`src/design/irtfpe_pkg.sv`:
```
package irtfpe_pkg;

    localparam int unsigned FRAME_BITS = 13;
    localparam int unsigned DUR_W      = 16;
    localparam int unsigned ID_W       = 8;
    localparam int unsigned POS_W      = 4;
    localparam int unsigned CFG_IDX_W  = 3;

    localparam logic [POS_W-1:0] LAST_BIT = 4'd12;
    localparam logic [POS_W-1:0] GAP_POS  = 4'd13;

    localparam logic [CFG_IDX_W-1:0] CFG_ID         = 3'd0;
    localparam logic [CFG_IDX_W-1:0] CFG_ONE_IDLE   = 3'd1;
    localparam logic [CFG_IDX_W-1:0] CFG_ONE_PULSE  = 3'd2;
    localparam logic [CFG_IDX_W-1:0] CFG_ZERO_IDLE  = 3'd3;
    localparam logic [CFG_IDX_W-1:0] CFG_ZERO_PULSE = 3'd4;
    localparam logic [CFG_IDX_W-1:0] CFG_FRAME_GAP  = 3'd5;

    localparam logic [ID_W-1:0]  RST_ID         = 8'd0;
    localparam logic [DUR_W-1:0] RST_ONE_IDLE   = 16'd450;
    localparam logic [DUR_W-1:0] RST_ONE_PULSE  = 16'd320;
    localparam logic [DUR_W-1:0] RST_ZERO_IDLE  = 16'd220;
    localparam logic [DUR_W-1:0] RST_ZERO_PULSE = 16'd580;
    localparam logic [DUR_W-1:0] RST_FRAME_GAP  = 16'd50000;

    typedef struct packed {
        logic [ID_W-1:0]  transponder_id;
        logic [DUR_W-1:0] one_idle_ticks;
        logic [DUR_W-1:0] one_pulse_ticks;
        logic [DUR_W-1:0] zero_idle_ticks;
        logic [DUR_W-1:0] zero_pulse_ticks;
        logic [DUR_W-1:0] frame_gap_ticks;
    } t_cfg;

    typedef struct packed {
        logic            we;
        logic [ID_W-1:0] id;
    } t_id_wr;

    typedef struct packed {
        logic             carrier_on;
        logic             frame_end;
        logic [POS_W-1:0] bit_position;
    } t_result;

    // start 1, id MSB first, tail 0101
    function automatic logic [FRAME_BITS-1:0] build_frame(input logic [ID_W-1:0] id);
        return {1'b1, id, 4'b0101};
    endfunction

    function automatic logic [DUR_W-1:0] at_least_one(input logic [DUR_W-1:0] v);
        return (v == '0) ? {{(DUR_W-1){1'b0}}, 1'b1} : v;
    endfunction

endpackage

```
`src/design/irtfpe_cfg.sv`:
```
module irtfpe_cfg (
    input  logic                               i_clk,
    input  logic                               i_rst_n,
    input  logic                               i_cfg_we,
    input  logic [irtfpe_pkg::CFG_IDX_W-1:0]   i_cfg_index,
    input  logic [irtfpe_pkg::DUR_W-1:0]       i_cfg_data,
    output irtfpe_pkg::t_cfg                   o_cfg,
    output irtfpe_pkg::t_id_wr                 o_id_wr
);

    irtfpe_pkg::t_cfg r_cfg;

    always_ff @(posedge i_clk) begin
        if (!i_rst_n) begin
            r_cfg.transponder_id   <= irtfpe_pkg::RST_ID;
            r_cfg.one_idle_ticks   <= irtfpe_pkg::RST_ONE_IDLE;
            r_cfg.one_pulse_ticks  <= irtfpe_pkg::RST_ONE_PULSE;
            r_cfg.zero_idle_ticks  <= irtfpe_pkg::RST_ZERO_IDLE;
            r_cfg.zero_pulse_ticks <= irtfpe_pkg::RST_ZERO_PULSE;
            r_cfg.frame_gap_ticks  <= irtfpe_pkg::RST_FRAME_GAP;
        end else if (i_cfg_we) begin
            unique case (i_cfg_index)
                irtfpe_pkg::CFG_ID:         r_cfg.transponder_id   <= i_cfg_data[irtfpe_pkg::ID_W-1:0];
                irtfpe_pkg::CFG_ONE_IDLE:   r_cfg.one_idle_ticks   <= i_cfg_data;
                irtfpe_pkg::CFG_ONE_PULSE:  r_cfg.one_pulse_ticks  <= i_cfg_data;
                irtfpe_pkg::CFG_ZERO_IDLE:  r_cfg.zero_idle_ticks  <= i_cfg_data;
                irtfpe_pkg::CFG_ZERO_PULSE: r_cfg.zero_pulse_ticks <= i_cfg_data;
                irtfpe_pkg::CFG_FRAME_GAP:  r_cfg.frame_gap_ticks  <= i_cfg_data;
                default: ;
            endcase
        end
    end

    assign o_cfg      = r_cfg;
    assign o_id_wr.we = i_cfg_we && (i_cfg_index == irtfpe_pkg::CFG_ID);
    assign o_id_wr.id = i_cfg_data[irtfpe_pkg::ID_W-1:0];

endmodule

```
`src/design/irtfpe_seq.sv`:
```
module irtfpe_seq (
    input  logic                  i_clk,
    input  logic                  i_rst_n,
    input  logic                  i_step,
    input  logic                  i_tick,
    input  irtfpe_pkg::t_cfg      i_cfg,
    input  irtfpe_pkg::t_id_wr    i_id_wr,
    output irtfpe_pkg::t_result   o_result
);

    typedef enum logic [1:0] {
        PH_IDLE  = 2'd0,
        PH_PULSE = 2'd1,
        PH_GAP   = 2'd2
    } t_phase;

    t_phase                                r_phase,    n_phase;
    logic [irtfpe_pkg::DUR_W-1:0]          r_tick_cnt, n_tick_cnt;
    logic [irtfpe_pkg::POS_W-1:0]          r_bit_cnt,  n_bit_cnt;
    logic [irtfpe_pkg::FRAME_BITS-1:0]     r_shift,    n_shift;

    logic                                  cur_bit;
    logic [irtfpe_pkg::DUR_W-1:0]          period_len;
    logic [irtfpe_pkg::DUR_W:0]            cnt_inc;
    logic                                  period_done;
    logic                                  at_frame_start;

    assign cur_bit        = r_shift[irtfpe_pkg::FRAME_BITS-1];
    assign cnt_inc        = {1'b0, r_tick_cnt} + {{irtfpe_pkg::DUR_W{1'b0}}, 1'b1};
    assign period_done    = cnt_inc >= {1'b0, period_len};
    assign at_frame_start = (r_phase == PH_IDLE) && (r_bit_cnt == '0) && (r_tick_cnt == '0);

    always_comb begin
        unique case (r_phase)
            PH_IDLE:  period_len = irtfpe_pkg::at_least_one(
                          cur_bit ? i_cfg.one_idle_ticks : i_cfg.zero_idle_ticks);
            PH_PULSE: period_len = irtfpe_pkg::at_least_one(
                          cur_bit ? i_cfg.one_pulse_ticks : i_cfg.zero_pulse_ticks);
            default:  period_len = irtfpe_pkg::at_least_one(i_cfg.frame_gap_ticks);
        endcase
    end

    always_comb begin
        n_phase    = r_phase;
        n_tick_cnt = r_tick_cnt;
        n_bit_cnt  = r_bit_cnt;
        n_shift    = r_shift;

        o_result.carrier_on   = (r_phase == PH_PULSE);
        o_result.frame_end    = 1'b0;
        o_result.bit_position = ((r_phase == PH_IDLE) || (r_phase == PH_PULSE)) ?
                                r_bit_cnt : irtfpe_pkg::GAP_POS;

        if (i_step && i_tick) begin
            if (period_done) begin
                n_tick_cnt = '0;
                unique case (r_phase)
                    PH_IDLE: begin
                        n_phase = PH_PULSE;
                    end
                    PH_PULSE: begin
                        if (r_bit_cnt >= irtfpe_pkg::LAST_BIT) begin
                            n_phase   = PH_GAP;
                            n_bit_cnt = irtfpe_pkg::GAP_POS;
                        end else begin
                            n_phase   = PH_IDLE;
                            n_bit_cnt = r_bit_cnt + 4'd1;
                            n_shift   = {r_shift[irtfpe_pkg::FRAME_BITS-2:0], 1'b0};
                        end
                    end
                    default: begin
                        o_result.frame_end = 1'b1;
                        n_phase            = PH_IDLE;
                        n_bit_cnt          = '0;
                        n_shift            = irtfpe_pkg::build_frame(i_cfg.transponder_id);
                    end
                endcase
            end else begin
                n_tick_cnt = cnt_inc[irtfpe_pkg::DUR_W-1:0];
            end
        end else if (i_id_wr.we && at_frame_start) begin
            n_shift = irtfpe_pkg::build_frame(i_id_wr.id);
        end
    end

    always_ff @(posedge i_clk) begin
        if (!i_rst_n) begin
            r_phase    <= PH_IDLE;
            r_tick_cnt <= '0;
            r_bit_cnt  <= '0;
            r_shift    <= irtfpe_pkg::build_frame(irtfpe_pkg::RST_ID);
        end else begin
            r_phase    <= n_phase;
            r_tick_cnt <= n_tick_cnt;
            r_bit_cnt  <= n_bit_cnt;
            r_shift    <= n_shift;
        end
    end

    a_gap_pos: assert property (@(posedge i_clk) disable iff (!i_rst_n)
        (r_phase == PH_GAP) |-> (r_bit_cnt == irtfpe_pkg::GAP_POS))
        else $error("gap phase without gap position");

    a_bit_range: assert property (@(posedge i_clk) disable iff (!i_rst_n)
        (r_phase != PH_GAP) |-> (r_bit_cnt <= irtfpe_pkg::LAST_BIT))
        else $error("bit counter past last frame bit");

    a_frame_restart: assert property (@(posedge i_clk) disable iff (!i_rst_n)
        (i_step && o_result.frame_end) |=>
        (r_phase == PH_IDLE && r_bit_cnt == '0 && r_tick_cnt == '0))
        else $error("frame end did not restart the frame");

    a_hold: assert property (@(posedge i_clk) disable iff (!i_rst_n)
        (i_step && !i_tick) |=>
        ($stable(r_phase) && $stable(r_tick_cnt) && $stable(r_bit_cnt)))
        else $error("state moved on a zero tick");

endmodule

```
`src/design/ir_transponder_frame_pulse_encoder_core.sv`:
```
// Infrared transponder frame pulse encoder.
// Input channel: one word per microsecond slot, i_tick = 1 advances the frame
// timing, i_tick = 0 leaves the frame timing untouched. Every accepted word yields
// exactly one output word: carrier enable, frame-end marker and the frame bit
// position (0..12, 13 during the inter-frame gap), all describing the tick
// that was consumed.
// o_out_valid rises in the cycle after input accept. Throughput: one word per
// cycle while o_in_stall is low; the per-tick update is a single 16-bit
// increment and compare between the state registers and the output register.
// Stall: o_in_stall rises only while the output register is full and
// i_out_stall is high, so a new word is taken in the same cycle the previous
// result leaves.
// Config: write enable, index 0..5 (id, one idle, one pulse, zero idle,
// zero pulse, frame gap), data 16 bits; write only while idle. A new id is
// loaded at the next frame start, or at once if the frame has not begun.
// Reset (synchronous, active low): registers take their default durations,
// id 0, timing sits at the start of bit 0's idle period, output empty.
module ir_transponder_frame_pulse_encoder_core (
    input  logic                               i_clk,
    input  logic                               i_rst_n,
    input  logic                               i_in_valid,
    output logic                               o_in_stall,
    input  logic                               i_tick,
    output logic                               o_out_valid,
    input  logic                               i_out_stall,
    output logic                               o_carrier_on,
    output logic                               o_frame_end,
    output logic [irtfpe_pkg::POS_W-1:0]       o_bit_position,
    input  logic                               i_cfg_we,
    input  logic [irtfpe_pkg::CFG_IDX_W-1:0]   i_cfg_index,
    input  logic [irtfpe_pkg::DUR_W-1:0]       i_cfg_data
);

    irtfpe_pkg::t_cfg    cfg;
    irtfpe_pkg::t_id_wr  id_wr;
    irtfpe_pkg::t_result result;
    irtfpe_pkg::t_result r_out;
    logic                r_out_valid;
    logic                in_accept;

    assign o_in_stall = r_out_valid && i_out_stall;
    assign in_accept  = i_in_valid && !o_in_stall;

    irtfpe_cfg u_cfg (
        .i_clk       (i_clk),
        .i_rst_n     (i_rst_n),
        .i_cfg_we    (i_cfg_we),
        .i_cfg_index (i_cfg_index),
        .i_cfg_data  (i_cfg_data),
        .o_cfg       (cfg),
        .o_id_wr     (id_wr)
    );

    irtfpe_seq u_seq (
        .i_clk    (i_clk),
        .i_rst_n  (i_rst_n),
        .i_step   (in_accept),
        .i_tick   (i_tick),
        .i_cfg    (cfg),
        .i_id_wr  (id_wr),
        .o_result (result)
    );

    always_ff @(posedge i_clk) begin
        if (!i_rst_n) begin
            r_out_valid <= 1'b0;
        end else if (in_accept) begin
            r_out_valid <= 1'b1;
        end else if (!i_out_stall) begin
            r_out_valid <= 1'b0;
        end
    end

    always_ff @(posedge i_clk) begin
        if (in_accept) begin
            r_out <= result;
        end
    end

    assign o_out_valid    = r_out_valid;
    assign o_carrier_on   = r_out.carrier_on;
    assign o_frame_end    = r_out.frame_end;
    assign o_bit_position = r_out.bit_position;

endmodule
```
`config.mk`:
```
export PLATFORM = sky130hd
export DESIGN_NAME = ir_transponder_frame_pulse_encoder_core
export DESIGN_NICKNAME = d
export VERILOG_FILES = /design/src/design/irtfpe_pkg.sv /design/src/design/irtfpe_cfg.sv /design/src/design/irtfpe_seq.sv /design/src/design/ir_transponder_frame_pulse_encoder_core.sv
export SDC_FILE = /design/constraint.sdc
export NUM_CORES = 1
export LEC_CHECK = 0
export BUFFER_PORTS_ARGS = -buffer_cell sky130_fd_sc_hd__buf_4
export CAP_MARGIN = 5
export CORE_ASPECT_RATIO = 0.5
export CORE_MARGIN = 4
export CORE_UTILIZATION = 49
export DETAILED_ROUTE_END_ITERATION = 16
export GPL_ROUTABILITY_DRIVEN = 0
export PLACE_DENSITY = 0.66
export SLEW_MARGIN = 20
export SYNTH_ARGS = -nofsm -noshare
export SYNTH_HDL_FRONTEND = slang
export SYNTH_SLANG_ARGS = --single-unit
```
`constraint.sdc`:
```
create_clock -name i_clk -period 5.18 [get_ports i_clk]
set_clock_uncertainty 0.2 [all_clocks]
set_input_delay 1.295 -clock i_clk [delete_from_list [all_inputs] [get_ports i_clk]]
set_output_delay 1.295 -clock i_clk [all_outputs]
set_load 0.05 [all_outputs]
```
==> results_dict.tcl, run 1 <==
set metrics [dict create \
    status "finished clean" \
    wl_per_cell_um 18.6 \
    cap_violations 0 \
    fin_setup_tns_ns 0 \
    slew_headroom 0.365 \
    holdWs_ns 0.256 \
    ys.flop_type "dfxtp_1" \
    fin_area_um2 7420 \
    wl_um 18300 \
    core-area_um2 12700 \
    power_density_nw_per_um2 335 \
    start_kind "flop" \
    synth_top_cells_by_count "nand2_1, dfxtp_1, a21oi_1, nand3_1, clkbuf_1" \
    firstDrtPassIters 5 \
    min_path_type "reg2reg" \
    cts_tree "yes" \
    clk_latency_ns 0.42 \
    timing.final.crit_period_ns 4.45 \
    post_cts_buffers 0 \
    clk_pin_slew_ns 0.06 \
    ys_ff_latch 130 \
    gr-total-overflow 0 \
    drc 0 \
    yosys_warnings 0 \
    hold_buffers 0 \
    cts_root_buffer "clkbuf_16" \
    grt_pass1_vias 5377 \
    fin_total_pwr_mw 2.49 \
    setup_viol_count_final 0 \
    num-nets-final 848 \
    r2r-start "u_seq.r_shift[12]$_SDFFE_PN1P_" \
    grt_use_total 0.249 \
    first_iter_violations 558 \
    worst_pin_slew_ns 0.951 \
    fmax_mhz 225 \
    grt_max_degree 55 \
    synth_nets 828 \
    hold_viol_final 0 \
    synth_area_leaders "dfxtp_1, nand2_1, a21oi_1" \
    cts_buffers 17 \
    ant_nets 0 \
    viasPerCell 5.97 \
    portBuffers 32 \
    rows 29 \
    async_flop_share 0 \
    worst_path_max_delay_cell "dfxtp_1" \
    dieHeight_um 89.0 \
    antenna_found_initial 0 \
    antenna_cells 0 \
    cts_htree_levels 4 \
    synth_top_cell_area_share 0.386 \
    grt_pass1_wl_um 29400 \
    pre_cts_ws_ns 0.859 \
    vias 5879 \
    ir_drop_v 0.000224 \
    drive_gt1_frac 0.134 \
    syn_avg_cell_area_um2 8.20 \
    r2r_cells 12 \
    r2r_end "u_seq.r_shift[12]$_SDFFE_PN1P_" \
    crit_arrival_ns 4.59 \
    cts_sinks 130 \
    crit_path_end_kind "flop" \
    synth-edff-count 6 \
    criticalPathCategory "reg2reg" \
    pin_count 33 \
    rsz0062_at_grt "false" \
    min_path_cells 2 \
    detailed_place_hpwl_um 12300 \
    max_stage_delay_ns 0.65 \
    initial_core_util 0.504 \
    synth_area_um2 6420 \
    yosysMostFrequentCell "nand2_1" \
    die_area_um2 15100 \
    cts_buffer_depth 2 \
    syn_to_final_growth_pct 15.5 \
    r2r_slack_ns 0.73 \
    setup_slack_ns 0.735 \
    netlist_instances 783 \
    place_area_um2 6790 \
    yosys.area.top_type "dfxtp_1" \
    worstHoldStart "u_cfg.o_cfg[82]$_SDFFE_PN0P_" \
    post_cts_resized 0 \
    fp.dieW_um 170 \
    slew_violations 0 \
    cp_max_fo 17 \
    path_cells "or4b_2, o22ai_1, a311oi_1, a221oi_1, ha_1, nand2b_1, a31o_2, a211oi_1, o211a_4, o32a_1, buf_4, mux2i_1" \
    worst_ep_required_time_ns 5.32 \
    ys_seq_area_frac 0.414 \
    hold-path-endpoint "u_cfg.o_cfg[82]$_SDFFE_PN0P_" \
    synth.distinct_cells 56 \
    min_period_over_period 0.858 \
    p_leak_nw 2.98 \
]
## per-layer routing
layer,GRT usage,wire (um),vias up,part of all wire
met3,0.0446,1440,22,0.079
met5,0,0,-,0
met4,0.0500,200,0,0.011
met1,0.372,8830,2806,0.48
met2,0.382,7840,244,0.43
li1,-,-,2807,-
## state kept, by name (all words and copies together) (netlist names)
| signal | cells |
|---|---|
| u_seq.r_phase | 2 |
| o_frame_end | 1 |
| u_seq.r_tick_cnt | 16 |
| o_carrier_on | 1 |
| u_seq.r_bit_cnt | 4 |
| u_seq.r_shift | 13 |
| u_cfg.o_cfg | 88 |
| o_out_valid | 1 |
| o_bit_position | 4 |
## cell usage in the layout, fill, tap and decap left out, drive strengths merged, types with 3 or more instances in the layout
master / n
mux2i: 26
edfxtp: 6
clkbuf: 19
a21oi: 85
and4: 5
nor2: 21
nor2b: 4
nor3: 12
nor4: 15
a222oi: 5
and2: 3
buf: 46
dfxtp: 124
nand4: 8
bufinv: 4
nor3b: 7
xor2: 7
and3: 6
o211ai: 9
clkinv: 5
mux4: 9
mux2: 12
a32o: 6
ha: 20
o21ai: 16
inv: 11
or4: 4
nand3: 46
xnor2: 7
nand2: 236
nand2b: 4
## logic make-up (layout without fill, tap and decap cells)
kind of cell,Yosys count,count (layout),synth area share
DFF,130,130,0.414
and+or+nand+nor,378,378,0.266
AOI/OAI and AO/OA,140,140,0.133
muxes,47,47,0.0931
buffers and inverters,54,86,0.0358
adders and majority gates,20,20,0.0390
xor gates and xnor gates,14,14,0.0191
## critical path, delay by kind of cell, from the launching register on
kind            cells  cell delay [ns]
flops               1             0.65
simple gates        2             0.76
fa+ha+maj           1             0.31
mux                 1             0.22
compound gates      7             1.97
buf+inv             1             0.26
## where the power goes
group | leakage (nW) | switching [mW] | internal (mW)
combinational | 1.61 | 0.103 | 0.0518
clock | 0.304 | 0.468 | 0.819
sequential | 1.07 | 0.0164 | 1.03
total | 2.98 | 0.587 | 1.90
## worst max-delay path by stage
stage                                   startpoint  cells past startpoint                              to
floorplan           u_seq.r_shift[12]$_SDFFE_PN1P_                     13  u_seq.r_shift[12]$_SDFFE_PN1P_
global placement    u_seq.r_shift[12]$_SDFFE_PN1P_                     12  u_seq.r_shift[12]$_SDFFE_PN1P_
detailed placement  u_seq.r_shift[12]$_SDFFE_PN1P_                     12   u_seq.r_shift[4]$_SDFFE_PN0P_
CTS                 u_seq.r_shift[12]$_SDFFE_PN1P_                     12  u_seq.r_shift[12]$_SDFFE_PN1P_
global route        u_seq.r_shift[12]$_SDFFE_PN1P_                     14   u_seq.r_shift[8]$_SDFFE_PN0P_
finish              u_seq.r_shift[12]$_SDFFE_PN1P_                     12  u_seq.r_shift[12]$_SDFFE_PN1P_
## through the flow
| stage | std cells | util |
|---|---|---|
| detailed placement | 954 | 0.533 |
| floorplan | 783 | - |
| global route | 985 | 0.582 |
| finish | 985 | 0.582 |
| global placement | 954 | 0.533 |
| CTS | 985 | 0.582 |
## cell type report
type                            instances  area (um2)
Multi-Input combinational cell        599        3540
Fill cell                            1155        5320
Clock inverter                         12         181
Timing Repair Buffer                   46         345
Clock buffer                           19         443
Tap cell                              170         213
Inverter                                9        33.8
Sequential cell                       130        2660
Note: power is estimated with default switching activity, not from simulation.
==> inputs of run 2 (changes only) <==
--- a/config.mk
+++ b/config.mk
@@ -9,10 +9,10 @@
 export CAP_MARGIN = 5
 export CORE_ASPECT_RATIO = 0.5
 export CORE_MARGIN = 4
-export CORE_UTILIZATION = 49
+export CORE_UTILIZATION = 55
 export DETAILED_ROUTE_END_ITERATION = 16
 export GPL_ROUTABILITY_DRIVEN = 0
-export PLACE_DENSITY = 0.66
+export PLACE_DENSITY = 0.73
 export SLEW_MARGIN = 20
 export SYNTH_ARGS = -nofsm -noshare
 export SYNTH_HDL_FRONTEND = slang
==> run 2 against run 1 <==
Die area fell by 10%. Sequential share of layout area rose by 0.47 points. Non-clock buffer count fell by 4.
==> results_dict.tcl, run 2 (same netlist as run 1, synthesis figures left out) <==
set metrics [dict create \
    status "finished clean" \
    p_leak_nw 2.93 \
    pin_count 33 \
    dieHeight_um 84.4 \
    initial_core_util 0.574 \
    first_iter_violations 611 \
    post_cts_buffers 0 \
    wl_per_cell_um 18.5 \
    fin_area_um2 7320 \
    cp_max_fo 17 \
    portBuffers 32 \
    cts_sinks 130 \
    place_area_um2 6750 \
    path_delay_family "compound AO/OA/AOI/OAI gates" \
    final_cell_mix "nand2_1, dfxtp_1, a21oi_1, nand3_1, buf_4" \
    grt_use_total 0.266 \
    cts_htree_levels 4 \
    crit_path_end_kind "flop" \
    syn_to_final_growth_pct 14.0 \
    hold_viol_final 0 \
    antenna_cells 0 \
    cts_buffers 17 \
    rsz0062_at_grt "false" \
    holdWs_ns 0.255 \
    vias 5916 \
    ir_drop_v 0.000186 \
    start_kind "flop" \
    post_cts_resized 0 \
    setup_viol_count_final 0 \
    fp.dieW_um 161 \
    antenna_found_initial 0 \
    instances_no_fill 970 \
    fin_total_pwr_mw 2.36 \
    crit_arrival_ns 4.69 \
    worst_ep_required_time_ns 5.32 \
    firstDrtPassIters 5 \
    largest_reg_flops 88 \
    viasPerCell 6.10 \
    cap_violations 0 \
    core-area_um2 11200 \
    grt_pass1_wl_um 28800 \
    drive_gt1_frac 0.131 \
    timing.final.crit_period_ns 4.55 \
    criticalPathCategory "reg2reg" \
    cts_root_buffer "clkbuf_16" \
    slew_headroom 0.385 \
    num-nets-final 844 \
    path_cells "buf_4, nor4b_1, nand4_1, nand2_1, a21oi_1, a222oi_1, ha_1, nand2_1, o21ai_0, a221oi_1, o211a_4, o32a_1, buf_4, mux2i_1" \
    power_density_nw_per_um2 322 \
    rows 27 \
    fmax_mhz 220 \
    crit_start "u_seq.r_shift[12]$_SDFFE_PN1P_" \
    clk_pin_slew_ns 0.06 \
    cts_tree "yes" \
    min_path_type "reg2reg" \
    cts_buffer_depth 2 \
    fin_setup_tns_ns 0 \
    hold_buffers 0 \
    worst_path_max_delay_cell "dfxtp_1" \
    worstHoldStart "u_cfg.o_cfg[83]$_SDFFE_PN0P_" \
    ant_nets 0 \
    place_inst 939 \
    detailed_place_hpwl_um 12000 \
    crit_buf_inv 2 \
    fill_cells 941 \
    gr-total-overflow 0 \
    die_area_um2 13600 \
    r2r-start "u_seq.r_shift[12]$_SDFFE_PN1P_" \
    final_common_cell "nand2_1" \
    clk_latency_ns 0.42 \
    max_stage_delay_ns 0.74 \
    wl_um 18000 \
    slew_violations 0 \
    min_period_over_period 0.878 \
    worst_pin_slew_ns 0.921 \
    grt_max_degree 76 \
    drc 0 \
    grt_pass1_vias 5412 \
]
run 2: final timing paths:
check / to / slack (ns) / depth (start not counted)
setup / recovery: u_seq.r_shift[5]$_SDFFE_PN0P_ / 0.63 / 14
hold / removal: u_cfg.o_cfg[83]$_SDFFE_PN0P_ / 0.26 / 2
setup reg to reg: u_seq.r_shift[5]$_SDFFE_PN0P_ / 0.63 / 14
hold reg to reg: u_cfg.o_cfg[83]$_SDFFE_PN0P_ / 0.26 / 2
run 2: per-stage QoR:
step | setup WS, ns | utilization
final | 0.631 | 0.655
after global routing | 0.465 | 0.655
after CTS | 0.718 | 0.654
after detailed placement | 0.754 | 0.603
after global placement | 0.864 | 0.603
after floorplan | 1.42 | -
run 2: final cells by class:
| type | instances | area [um2] | share of cell area |
|---|---|---|---|
| clock buffer | 20 | 468 | 0.0639 |
| clock inverter | 11 | 103 | 0.0140 |
| inverter | 9 | 33.8 | 0.00461 |
| multi-input combinational | 599 | 3540 | 0.484 |
| sequential | 130 | 2660 | 0.364 |
| tap | 159 | 199 | 0.0272 |
| timing repair buffer | 42 | 315 | 0.0431 |
run 2: worst min-delay path, cell delays in order, from the launching register on:
cell     delay, ns
dfxtp_1       0.31
nand2_1       0.05
a21oi_1       0.05
run 2: layer usage:
| layer | global-route usage | routed length, um | vias up |
|---|---|---|---|
| met5 | 0 | 0 | - |
| met4 | 0.0766 | 194 | 0 |
| met3 | 0.0672 | 1740 | 18 |
| met2 | 0.401 | 7930 | 262 |
| met1 | 0.381 | 8090 | 2833 |
| li1 | - | - | 2803 |
run 2: power breakdown:
part	total (mW)	internal (mW)	switching [mW]
clock	1.16	0.700	0.457
combinational	0.155	0.0513	0.104
sequential	1.04	1.03	0.0158
total	2.36	1.78	0.576
